===== config.mk =====
export PLATFORM = sky130hd
export DESIGN_NAME = ctp_sqrt_cell
export DESIGN_NICKNAME = d
export VERILOG_FILES = /design/src/sv/ctp_pkg.sv /design/src/sv/ctp_sqrt_cell.sv
export SDC_FILE = /design/constraint.sdc
export NUM_CORES = 1
export LEC_CHECK = 0
export ABC_AREA = 1
export BUFFER_PORTS_ARGS = -buffer_cell sky130_fd_sc_hd__buf_2
export CORE_MARGIN = 3
export CORE_UTILIZATION = 39
export CTS_CLUSTER_SIZE = 14
export DETAILED_ROUTE_END_ITERATION = 10
export GPL_TIMING_DRIVEN = 0
export PLACE_DENSITY = 0.68
export SKIP_CTS_REPAIR_TIMING = 1
export SLEW_MARGIN = 20
export SYNTH_ARGS = -nofsm -noshare
export SYNTH_HDL_FRONTEND = slang
export SYNTH_SLANG_ARGS = --single-unit

===== constraint.sdc =====
create_clock -name clk_i -period 1.3 [get_ports clk_i]
set_clock_uncertainty 0.15 [all_clocks]
set_input_delay 0.195 -clock clk_i [delete_from_list [all_inputs] [get_ports clk_i]]
set_output_delay 0.195 -clock clk_i [all_outputs]
set_load 0.1 [all_outputs]

===== src/sv/ctp_pkg.sv =====
// shared widths, status codes and stage payload types for the circumcircle block
package ctp_pkg;

  localparam int CW   = 32;   // coordinate width
  localparam int DW   = 33;   // coordinate difference width
  localparam int SBW  = 66;   // sum of two squares
  localparam int HW   = 33;   // half split of a square sum
  localparam int MW   = 67;   // partial product width
  localparam int CRW  = 67;   // cross product width
  localparam int NW   = 100;  // numerator width
  localparam int DPW  = 68;   // doubled denominator width
  localparam int QB   = 35;   // quotient bits, one per divider cell
  localparam int RTW  = 33;   // square root result bits, one per root cell
  localparam int RMW  = 35;   // root remainder width
  localparam int SW   = 2 * RTW;

  localparam logic [1:0] ST_OK   = 2'd0;
  localparam logic [1:0] ST_COLL = 2'd1;
  localparam logic [1:0] ST_SAT  = 2'd2;

  // payload travelling along the divider chain, both quotients side by side
  typedef struct packed {
    logic                  coll;
    logic signed [CW-1:0]  ax;
    logic signed [CW-1:0]  ay;
    logic [DPW-1:0]        dp;
    logic                  negx;
    logic                  negy;
    logic                  ovfx;
    logic                  ovfy;
    logic [DPW-1:0]        remx;
    logic [DPW-1:0]        remy;
    logic [QB-1:0]         nx_lo;
    logic [QB-1:0]         ny_lo;
    logic [QB-1:0]         qx;
    logic [QB-1:0]         qy;
  } ctp_div_t;

  // payload travelling along the square root chain
  typedef struct packed {
    logic                  coll;
    logic                  csat;
    logic                  rsat;
    logic signed [CW-1:0]  cx;
    logic signed [CW-1:0]  cy;
    logic [RMW-1:0]        rem;
    logic [RTW-1:0]        root;
    logic [SW-1:0]         s;
  } ctp_sqrt_t;

endpackage


===== src/sv/ctp_sqrt_cell.sv =====
// one digit-recurrence square root cell: one root bit per cell
module ctp_sqrt_cell import ctp_pkg::*; (
  input  logic      clk_i,
  input  logic      rst_ni,
  input  logic      en_i,
  input  logic      valid_i,
  input  ctp_sqrt_t data_i,
  output logic      valid_o,
  output ctp_sqrt_t data_o
);

  logic      valid_q;
  ctp_sqrt_t data_q, data_d;
  logic [RMW+1:0] t, trial;
  logic           take;

  always_comb begin
    data_d = data_i;
    t      = {data_i.rem, data_i.s[SW-1:SW-2]};
    trial  = (RMW+2)'({data_i.root, 2'b01});
    take   = t >= trial;
    data_d.rem  = take ? RMW'(t - trial) : RMW'(t);
    data_d.root = {data_i.root[RTW-2:0], take};
    data_d.s    = {data_i.s[SW-3:0], 2'b00};
  end

  always_ff @(posedge clk_i or negedge rst_ni) begin
    if (!rst_ni) begin
      valid_q <= 1'b0;
    end else if (en_i) begin
      valid_q <= valid_i;
    end
  end

  always_ff @(posedge clk_i) begin
    if (en_i) begin
      data_q <= data_d;
    end
  end

  assign valid_o = valid_q;
  assign data_o  = data_q;

endmodule


==> impl_metrics.py <==
metrics = {
    "status": {
        "status": "finished with violations",
        "violations": "setup timing",
    },
    "setup_path": {
        "worst_path_largest_cell_delay_ns": 0.30,
        "path_buf_inv": 3,
        "cp_top_family": "simple AND/OR/NAND/NOR gates",
        "cp_slowest_cell": "ha_4",
        "arrival_ns": 1.79,
        "crit_type": "in -> reg",
        "crit_chain": "buf_2 > ha_4 > nand2_1 > nand2_2 > nand2_2 > nand2_4 > a21oi_4 > buf_6 > nor2_4 > nor2_4 > nand2_4 > nand2_8 > clkbuf_16 > nand3_1 > nand2_1",
        "crit_required_ns": 1.35,
        "critPathCaptureType": "register",
        "critPathLaunchType": "input pin",
        "critPathMaxFanout": 8,
    },
    "synthesis": {
        "ys_warn_count": 0,
        "yosysSeqAreaShare": 0.638,
        "synth_fa_ha_area_frac": 0.0466,
        "synth-compound-area-share": 0.0251,
        "synth_cells": 871,
        "synth_area_leaders": "edfxtp_1 (64%), nand2_1 (9.8%), inv_1 (5.1%), ha_1 (4.7%), nand3_1 (3.6%)",
        "synth_commonest_cells": "nand2_1 (246), edfxtp_1 (199), inv_1 (127)",
        "synthMuxAreaShare": 0.00120,
        "ys_types": 37,
        "ys_ff_latch": 200,
        "synthFlopType": "edfxtp_1",
        "netlist_area_sq_um": 9400,
        "syn_avg_cell_area_sq_um": 10.8,
        "async_reset_ff_frac": 0.00500,
        "synth_edf_count": 199,
        "synth.most_common_cell": "nand2_1",
        "yosys.area.top_type_share": 0.636,
        "synthXorXnorAreaFrac": 0.0158,
        "yosysTopAreaCell": "edfxtp_1",
        "synth_top_family_by_area": "simple AND/OR/NAND/NOR gates",
        "synthSimpleGateAreaFrac": 0.211,
    },
    "power_and_ir_drop": {
        "p_leak_nw": 7.81,
        "ir_drop_mv": 0.882,
        "total_power_mw": 22.9,
        "power.density_nw_per_um2": 1310,
    },
    "floorplanning": {
        "num_rows": 56,
        "die_h_um": 161,
        "die_area_sq_um": 26000,
        "die_x_um": 161,
        "ios": 407,
        "initial_core_util": 0.398,
        "core_sq_um": 23600,
    },
    "clock_network": {
        "cts.sinks": 200,
        "clockBufferDepth": 2,
        "clk_latency_ns": 0.45,
        "htree_levels": 4,
        "path_clk_slew_ns": 0.08,
        "clockRootBuffer": "clkbuf_16",
        "cts_tree": "done",
        "cts_made_buffers": 17,
    },
    "sta": {
        "timing.final.ws_setup_ns": -0.446,
        "layout_worst_path_cycle_share": 1.34,
        "maxSlewViolCount": 0,
        "tightest_slew_ns": 0.579,
        "period_needed_ns": 1.75,
        "fin_hold_ws_ns": 0.0398,
        "fmaxAchievable_ghz": 0.573,
        "rsz0062_at_grt": "yes",
        "relSlewSlack": 0.614,
        "setup_viol": 236,
        "finalHoldViolations": 0,
    },
    "cells_and_area": {
        "drive_gt1_frac": 0.469,
        "fillers": 1552,
        "multi_input_area_sq_um": 3940,
        "seq_area_sq_um": 6000,
        "area_growth_pct": 85.7,
        "fin_nets": 1782,
        "utilization": 0.740,
    },
    "detailed_routing": {
        "vias_per_cell": 4.89,
        "route.detailed.drc": 0,
        "routedWlPerCell_um": 21.0,
        "drtAntennaViolNets": 0,
        "drt_pass1_iterations": 5,
        "routed_wl_um": 39400,
        "dr_total_vias": 9165,
        "drt_iter0_markers": 644,
    },
    "place": {
        "hpwl_um": 25700,
        "numPortBuffers": 404,
        "pre_cts_slack_ns": -1.05,
        "place_congestion": 0.891,
    },
    "global_routing": {
        "grt_pass1_wl_um": 46400,
        "grt-ovfl-total": 0,
        "track_usage": 0.239,
        "antenna_found_initial": 5,
        "grt_pass1_vias": 7831,
        "grt_max_degree": 103,
    },
    "hold_path": {
        "hp-class": "in -> reg",
    },
    "flow_run": {
        "maxCapViolations": 0,
    },
}
cells in the final DEF (no fill, tap or decap), types with 3 or more instances in the layout:
cell type	n
buf_6	215
edfxtp_1	199
dlygate4sd3_1	199
buf_2	190
nand2_1	188
inv_1	98
nand2_2	53
buf_4	40
nand3_2	38
nand3_1	37
nor2_1	36
ha_4	32
inv_2	26
nand2_4	24
clkbuf_16	22
nor2_4	18
xor2_1	16
a21oi_1	14
nor2_2	11
a21oi_2	9
nand3b_1	8
o21bai_1	6
nand4_1	6
buf_12	6
inv_8	5
nand3_4	5
buf_8	5
a21oi_4	4
o21ai_0	4
clkinv_8	4
inv_4	3
inv_12	3
inv_6	3
layout make-up:
type	count	area share
Inverter	128	0.0284
Clock inverter	14	0.0106
Timing Repair Buffer	650	0.336
Clock buffer	18	0.0246
Antenna cell	2	0.000287
Buffer	11	0.00853
Multi-Input combinational cell	534	0.225
Sequential cell	200	0.344
Tap cell	319	0.0229
cells by family after synthesis:
family	after synthesis
and+or+nand+nor	436
DFF	200
buffers and inverters	139
xor gates and xnor gates	17
muxes	1
other	1
adders and majority gates	35
AOI/OAI and AO/OA	42
final timing paths:
kind                       slack [ns]         from  cells after the start     endpoint
setup / recovery                -0.45  data_i[111]                     15  data_o[101]
hold / removal                   0.04   data_i[64]                      3   data_o[99]
setup reg to reg                 0.33      valid_o                      1      valid_o
hold reg to reg                  0.44      valid_o                      1      valid_o
max in group asynchronous        0.43       rst_ni                      3      valid_o
min in group asynchronous        0.45       rst_ni                      3      valid_o
state kept, by name (all words and copies together), names as in the netlist:
register,count
data_o,199
valid_o,1
through the flow:
step           cell area (sq um)  setup TNS, ns  std cells
2_1_floorplan              10000         -18.08        872
3_3_place_gp               12500        -580.77       1595
3_5_place_dp               12500         -96.24       1596
4_1_cts                    13100         -78.43       1628
5_1_grt                    17500         -41.77       1876
6_report                   17500         -33.18       1876
worst min-delay path, cell delays in order:
cell and delay (ns):
buf_2 0.15, nand3_1 0.09, nand2_1 0.08
power by group:
group          internal (mW)  switching (mW)
Clock                   2.67            2.87
Sequential              7.81           0.314
Combinational           2.75            6.45
metal layers:
layer	part of all wire	vias up	GRT usage
met1	0.39	4409	0.288
met2	0.51	407	0.417
li1	-	4256	-
met3	0.060	87	0.0746
met5	0.0010	-	0
met4	0.038	6	0.0645
Power figures use the tool's default switching activity.
