File: src/sv/ctp_pkg.sv
// shared widths, status codes and stage payload types for the circumcircle block
package ctp_pkg;

  localparam int CW   = 32;   // coordinate width
  localparam int DW   = 33;   // coordinate difference width
  localparam int SBW  = 66;   // sum of two squares
  localparam int HW   = 33;   // half split of a square sum
  localparam int MW   = 67;   // partial product width
  localparam int CRW  = 67;   // cross product width
  localparam int NW   = 100;  // numerator width
  localparam int DPW  = 68;   // doubled denominator width
  localparam int QB   = 35;   // quotient bits, one per divider cell
  localparam int RTW  = 33;   // square root result bits, one per root cell
  localparam int RMW  = 35;   // root remainder width
  localparam int SW   = 2 * RTW;

  localparam logic [1:0] ST_OK   = 2'd0;
  localparam logic [1:0] ST_COLL = 2'd1;
  localparam logic [1:0] ST_SAT  = 2'd2;

  // payload travelling along the divider chain, both quotients side by side
  typedef struct packed {
    logic                  coll;
    logic signed [CW-1:0]  ax;
    logic signed [CW-1:0]  ay;
    logic [DPW-1:0]        dp;
    logic                  negx;
    logic                  negy;
    logic                  ovfx;
    logic                  ovfy;
    logic [DPW-1:0]        remx;
    logic [DPW-1:0]        remy;
    logic [QB-1:0]         nx_lo;
    logic [QB-1:0]         ny_lo;
    logic [QB-1:0]         qx;
    logic [QB-1:0]         qy;
  } ctp_div_t;

  // payload travelling along the square root chain
  typedef struct packed {
    logic                  coll;
    logic                  csat;
    logic                  rsat;
    logic signed [CW-1:0]  cx;
    logic signed [CW-1:0]  cy;
    logic [RMW-1:0]        rem;
    logic [RTW-1:0]        root;
    logic [SW-1:0]         s;
  } ctp_sqrt_t;

endpackage

File: src/sv/ctp_div_cell.sv
// one restoring division cell: one quotient bit of both centre offsets
module ctp_div_cell import ctp_pkg::*; (
  input  logic     clk_i,
  input  logic     rst_ni,
  input  logic     en_i,
  input  logic     valid_i,
  input  ctp_div_t data_i,
  output logic     valid_o,
  output ctp_div_t data_o
);

  logic     valid_q;
  ctp_div_t data_q, data_d;
  logic [DPW:0] tx, ty;
  logic         bx, by;

  always_comb begin
    data_d = data_i;
    tx = {data_i.remx, data_i.nx_lo[QB-1]};
    ty = {data_i.remy, data_i.ny_lo[QB-1]};
    bx = tx >= {1'b0, data_i.dp};
    by = ty >= {1'b0, data_i.dp};
    data_d.remx  = bx ? DPW'(tx - {1'b0, data_i.dp}) : DPW'(tx);
    data_d.remy  = by ? DPW'(ty - {1'b0, data_i.dp}) : DPW'(ty);
    data_d.nx_lo = {data_i.nx_lo[QB-2:0], 1'b0};
    data_d.ny_lo = {data_i.ny_lo[QB-2:0], 1'b0};
    data_d.qx    = {data_i.qx[QB-2:0], bx};
    data_d.qy    = {data_i.qy[QB-2:0], by};
  end

  always_ff @(posedge clk_i or negedge rst_ni) begin
    if (!rst_ni) begin
      valid_q <= 1'b0;
    end else if (en_i) begin
      valid_q <= valid_i;
    end
  end

  always_ff @(posedge clk_i) begin
    if (en_i) begin
      data_q <= data_d;
    end
  end

  assign valid_o = valid_q;
  assign data_o  = data_q;

endmodule

File: config.mk
export PLATFORM = sky130hd
export DESIGN_NAME = ctp_div_cell
export DESIGN_NICKNAME = d
export VERILOG_FILES = /design/src/sv/ctp_pkg.sv /design/src/sv/ctp_div_cell.sv
export SDC_FILE = /design/constraint.sdc
export NUM_CORES = 1
export LEC_CHECK = 0
export ABC_AREA = 1
export BUFFER_PORTS_ARGS = -buffer_cell sky130_fd_sc_hd__buf_2
export CAP_MARGIN = 20
export CORE_AREA = 2 2 327 329
export CTS_CLUSTER_SIZE = 20
export DETAILED_ROUTE_END_ITERATION = 16
export DIE_AREA = 0 0 329 331
export SYNTH_ARGS = -nofsm -noshare
export SYNTH_HDL_FRONTEND = slang
export SYNTH_SLANG_ARGS = --single-unit
File: constraint.sdc
create_clock -name clk_i -period 1.2 [get_ports clk_i]
set_clock_uncertainty 0.15 [all_clocks]
set_input_delay 0.24 -clock clk_i [delete_from_list [all_inputs] [get_ports clk_i]]
set_output_delay 0.24 -clock clk_i [all_outputs]
set_load 0.01 [all_outputs]
==> results of run 1 <==
-- final timing paths --
kind	startpoint	to	slack, ns	depth (start not counted)
worst max-delay path	data_i[312]	data_o[145]	-1.16	19
worst min-delay path	data_i[274]	data_o[275]	0.02	5
worst max register to register	valid_o	valid_o	0.31	1
worst min register to register	valid_o	valid_o	0.36	1
max in group asynchronous	rst_ni	valid_o	0.49	3
min in group asynchronous	rst_ni	valid_o	0.30	3
-- state kept, by name, indices dropped and copies added (netlist names) --
name / cells
data_o: 411
valid_o: 1
-- cell families (layout without fill, tap and decap cells) --
family / after synthesis / count (layout)
multiplexers: 1 / 1
flip-flops: 412 / 412
AND/OR/NAND/NOR: 1887 / 1887
XOR/XNOR: 70 / 70
adder cells (fa/ha/maj): 138 / 138
other: 1 / 19
AO/OA/AOI/OAI: 241 / 241
buffers and inverters: 640 / 2826
-- through the flow --
stage	util	cell area, um2
floorplan	-	26800
global placement	0.371	39000
detailed placement	0.372	39000
CTS	0.440	46200
global route	0.457	48000
finish	0.457	48000
-- critical path: stages --
cell        delay [ns]
buf_4             0.11
clkinvlp_4        0.20
ha_4              0.36
nand2_2           0.06
buf_4             0.14
nor2_4            0.12
inv_2             0.05
nor3_4            0.26
nand2_2           0.10
nor2_2            0.12
nand2_2           0.08
nand3_4           0.07
nand2_4           0.07
nand2_8           0.12
inv_12            0.06
buf_12            0.13
buf_12            0.15
nand2_4           0.07
nand2_4           0.05
-- power groups by stage --
stage	clock network, mW	logic, mW	registers [mW]
after floorplan	0	5.60	19.2
after global placement	0	15.9	18.7
after detailed placement	0	15.9	18.6
after CTS	16.4	18.1	18.4
after global routing	16.9	20.5	18.5
final	16.2	19.3	18.4
-- repair_timing --
item                       4_1_cts  5_1_grt
pin swaps                       19       59
hold buffers                   411        1
hold endpoints to repair       461        1
setup buffers                   22       35
gates resized for setup        204      339
cloned                          12       12
setup endpoints to repair      550      962
-- placed cells by master, fill, tap and decap left out, types with 13 or more instances in the layout --
master / n
inv_1: 562
ha_4: 76
a21oi_2: 22
inv_2: 27
nor2_2: 46
nand3_1: 122
buf_6: 29
o21bai_1: 17
clkbuf_16: 62
o21ai_0: 53
clkinvlp_4: 22
ha_1: 56
nand4_1: 20
nand2_4: 59
dlygate4sd3_1: 411
nand3_2: 21
nor3_1: 14
nand2_2: 146
buf_12: 52
nand2_1: 1167
edfxtp_1: 411
diode_2: 17
nor4_1: 13
o21ai_1: 14
xor2_1: 62
buf_2: 811
nor2_4: 20
a21oi_1: 128
nand3b_1: 29
buf_4: 793
nor2_1: 204
nand3_4: 13
-- layout make-up --
cell class	instances	area (um2)
fill	10421	57000
timing repair buffer	2122	16100
multi-input combinational	2339	13700
sequential	412	12400
inverter	610	2370
tap	1391	1740
clock buffer	59	1330
clock inverter	34	382
antenna	17	42.5
timing repair inverter	1	11.3
-- layer usage --
metal / vias up / routed length (um) / GRT usage
met3: 277 / 10200 / 0.0430
met5: - / 83 / 0
met4: 12 / 10600 / 0.158
li1: 15063 / - / -
met2: 1217 / 80400 / 0.509
met1: 14495 / 65600 / 0.341
==> flow_metrics.env, run 1 <==
export IMPL_async_reset_ff_frac=0.00243
export IMPL_end_kind="register"
export IMPL_holdWs_ns=0.0197
export IMPL_synth_edf_count=411
export IMPL_critPathKind="input pin to register"
export IMPL_dieArea_um2=109000
export IMPL_htree_num_levels=2
export IMPL_syn_instance_count=3390
export IMPL_violations="negative setup slack"
export IMPL_wl_mm=167
export IMPL_clk_transition_reported_paths_ns=0.06
export IMPL_pwr_share_comb=0.358
export IMPL_hp_class="input pin to register"
export IMPL_gr_total_overflow=0
export IMPL_cts_sinks=412
export IMPL_hpwl_mm=136
export IMPL_drc=0
export IMPL_cap_violations=0
export IMPL_nNetsFinal=6092
export IMPL_tns_ns=-315.54
export IMPL_wl_per_cell_um=23.9
export IMPL_finalMaxSlewViolations=0
export IMPL_fin_cells=6985
export IMPL_worstPathArrival_ns=2.59
export IMPL_synthMuxAreaShare=0.000431
export IMPL_num_vias=31064
export IMPL_num_rows=119
export IMPL_synthToLayoutAreaGrowth_pct=83.8
export IMPL_intPower_mw=35.7
export IMPL_cts_root_buf="clkbuf_16"
export IMPL_yosysTopAreaCellShare=0.473
export IMPL_ys_ff_latch=412
export IMPL_port_buffers=826
export IMPL_cts_max_path_buffers=3
export IMPL_place_gp_congestion=0.988
export IMPL_cts_tree="yes"
export IMPL_synth_compound_area_frac=0.0484
export IMPL_grt_pass1_wl_mm=221
export IMPL_max_freq_mhz=424
export IMPL_yosys_area_top_type="edfxtp_1"
export IMPL_p_switching_mw=18.2
export IMPL_synthAdderAreaFrac=0.0667
export IMPL_ys_seq_area_frac=0.474
export IMPL_die_w_um=329
export IMPL_drt_pass1_iterations=5
export IMPL_worstPathMaxFanout=6
export IMPL_ant_nets=0
export IMPL_grt_antenna_before_repair=32
export IMPL_ys_warn_count=0
export IMPL_synth_top_family_by_area="simple AND/OR/NAND/NOR gates"
export IMPL_pwr_share_clk=0.300
export IMPL_cp_start_kind="input pin"
export IMPL_cts_inserted_buffers=51
export IMPL_drtIter0Drc=2242
export IMPL_dp_cells=6388
export IMPL_yosys_area_share_simple=0.291
export IMPL_crit_required_ns=1.43
export IMPL_synth_xor_area_frac=0.0235
export IMPL_pwr_density_cell_nw_per_um2=1120
export IMPL_seqPwrFrac=0.342
export IMPL_synth_area_leaders="edfxtp_1, nand2_1, inv_1, ha_1, nor2_1"
export IMPL_drive_above_1_share=0.406
export IMPL_synthesis_area_um2=26100
export IMPL_leakagePower_nw=24.0
export IMPL_rsz0062_at_grt="true"
export IMPL_vdd_drop_max_v=0.00120
export IMPL_worst_slack_ns=-1.16
export IMPL_grt_usage=0.290
export IMPL_io_pins=831
export IMPL_yosysMostFrequentCell="nand2_1"
export IMPL_clk_insertion_delay_late_ns=0.63
export IMPL_synth_commonest_cells="nand2_1, inv_1, edfxtp_1"
export IMPL_ys_types=36
export IMPL_die_h_um=331
export IMPL_coreArea_um2=105000
export IMPL_initial_core_util=0.249
export IMPL_layout_min_cycle_time_ns=2.36
export IMPL_syn_avg_cell_area_um2=7.70
export IMPL_status="complete, but fails checks"
export IMPL_fin_crit_sh=1.97
export IMPL_grt_max_degree=28
export IMPL_place_ws_ns=-2.37
export IMPL_hold_viol=0
export IMPL_via_per_inst=4.45
export IMPL_setup_violations_final=697
export IMPL_swShare=0.337
export IMPL_finalPower_mw=53.8
export IMPL_ys_flop_type="edfxtp_1"
export IMPL_grt_pass1_vias=30890
Note: power is estimated with default switching activity, not from simulation.
==> inputs of run 2 (changes only) <==
--- a/config.mk
+++ b/config.mk
@@ -12,6 +12,7 @@
 export CTS_CLUSTER_SIZE = 20
 export DETAILED_ROUTE_END_ITERATION = 16
 export DIE_AREA = 0 0 329 331
+export RECOVER_POWER = 100
 export SYNTH_ARGS = -nofsm -noshare
 export SYNTH_HDL_FRONTEND = slang
 export SYNTH_SLANG_ARGS = --single-unit
==> flow_metrics.env, run 2 (same netlist as run 1, synthesis figures left out) <==
export IMPL_ant_nets=0
export IMPL_nNetsFinal=6092
export IMPL_end_kind="register"
export IMPL_cts_sinks=412
export IMPL_cts_max_path_buffers=3
export IMPL_finalMaxSlewViolations=0
export IMPL_drt_pass1_iterations=6
export IMPL_status="complete, but fails checks"
export IMPL_initial_core_util=0.249
export IMPL_hpwl_mm=136
export IMPL_io_pins=831
export IMPL_vdd_drop_max_v=0.00120
export IMPL_drive_above_1_share=0.391
export IMPL_worstPathArrival_ns=2.59
export IMPL_gr_total_overflow=0
export IMPL_leakagePower_nw=23.8
export IMPL_cts_inserted_buffers=51
export IMPL_worst_slew_margin_rel=0.386
export IMPL_layout_min_cycle_time_ns=2.36
export IMPL_holdWs_ns=0.0172
export IMPL_postLayoutCellArea_um2=47800
export IMPL_place_gp_congestion=0.988
export IMPL_clk_transition_reported_paths_ns=0.06
export IMPL_pwr_density_cell_nw_per_um2=1120
export IMPL_port_buffers=826
export IMPL_tightest_slew_ns=0.921
export IMPL_placed_area_um2=39000
export IMPL_drc=0
export IMPL_setup_violations_final=961
export IMPL_critPathKind="input pin to register"
export IMPL_hp_class="input pin to register"
export IMPL_cap_violations=0
export IMPL_wl_mm=167
export IMPL_grt_pass1_wl_mm=221
export IMPL_grt_usage=0.290
export IMPL_cp_slowest_cell="ha_4"
export IMPL_wl_per_cell_um=23.9
export IMPL_drtIter0Drc=2189
export IMPL_cts_tree="yes"
export IMPL_worst_slack_ns=-1.16
export IMPL_via_per_inst=4.46
export IMPL_clk_insertion_delay_late_ns=0.62
export IMPL_synthToLayoutAreaGrowth_pct=83.2
export IMPL_rsz0062_at_grt="true"
export IMPL_violations="negative setup slack"
export IMPL_final_cell_mix="nand2_1, buf_4, buf_2"
export IMPL_largest_reg_flops=411
export IMPL_grt_pass1_vias=30890
export IMPL_hold_viol=0
export IMPL_coreArea_um2=105000
export IMPL_cts_root_buf="clkbuf_16"
export IMPL_max_stage_delay_ns=0.36
export IMPL_die_w_um=329
export IMPL_grt_antenna_before_repair=32
export IMPL_worstPathCellList="buf_4, clkinvlp_4, ha_4, nand2_2, buf_4, nor2_4, inv_2, nor3_4, nand2_2, nor2_2, nand2_2, nand3_4, nand2_4, nand2_8, inv_12, buf_12, buf_12, nand2_4, nand2_4"
export IMPL_num_rows=119
export IMPL_fin_crit_sh=1.96
export IMPL_worstPathMaxFanout=6
export IMPL_max_freq_mhz=424
export IMPL_dieArea_um2=109000
export IMPL_cp_start_kind="input pin"
export IMPL_grt_max_degree=28
export IMPL_crit_required_ns=1.43
export IMPL_die_h_um=331
export IMPL_num_vias=31131
export IMPL_htree_num_levels=2
export IMPL_layout_commonest_cell="nand2_1"
run 2: path summary, 6_finish.rpt:
| path | start | depth (start not counted) | slack, ns | end |
|---|---|---|---|---|
| setup reg to reg | valid_o | 1 | 0.31 | valid_o |
| hold / removal | data_i[274] | 5 | 0.02 | data_o[275] |
| min in group asynchronous | rst_ni | 3 | 0.30 | valid_o |
| setup / recovery | data_i[312] | 19 | -1.16 | data_o[145] |
| max in group asynchronous | rst_ni | 3 | 0.49 | valid_o |
| hold reg to reg | valid_o | 1 | 0.36 | valid_o |
run 2: per-layer routing:
metal	vias to the layer above	part of all wire	GRT usage
li1	15064	-	-
met1	14493	0.39	0.341
met2	1280	0.48	0.509
met3	284	0.062	0.0430
met4	10	0.064	0.158
met5	-	0.00041	0
run 2: final cells by class:
type	count	area (um2)
clock buffers	59	1330
repair buffers	2122	15900
repair inverters	1	11.3
well taps	1391	1740
flip-flops and latches	412	12400
inverters	610	2370
diodes	17	42.5
multi-input cells	2339	13700
clock inverters	34	382
fillers	10491	57100
run 2: timing repair:
item	CTS	global route
endpoints found under the hold margin	461	1
cloned	12	12
endpoints found under the setup margin	550	962
pin swaps	19	59
gates resized for setup	204	339
hold buffers	411	1
setup buffers	22	35
run 2: through the flow:
| step | setup TNS [ns] | setup WS (ns) | util | std cells | total power, mW |
|---|---|---|---|---|---|
| after global routing | -403.37 | -1.20 | 0.455 | 6972 | 55.9 |
| after global placement | -348.36 | -2.78 | 0.371 | 6387 | 34.6 |
| after CTS | -445.28 | -1.14 | 0.440 | 6926 | 52.9 |
| after floorplan | -138.26 | -1.05 | - | 3391 | 24.8 |
| after detailed placement | -325.48 | -2.37 | 0.372 | 6388 | 34.5 |
| final | -381.87 | -1.16 | 0.456 | 6985 | 53.7 |
run 2: critical path, delay by kind of cell:
| family | cells | cell delay [ns] |
|---|---|---|
| adders and majority gates | 1 | 0.36 |
| buffers and inverters | 7 | 0.83 |
| and+or+nand+nor | 11 | 1.12 |
run 2: power by group:
group | internal (mW) | total (mW) | switching [mW]
clock | 9.28 | 16.1 | 6.85
combinational | 8.61 | 19.2 | 10.6
sequential | 17.7 | 18.4 | 0.684
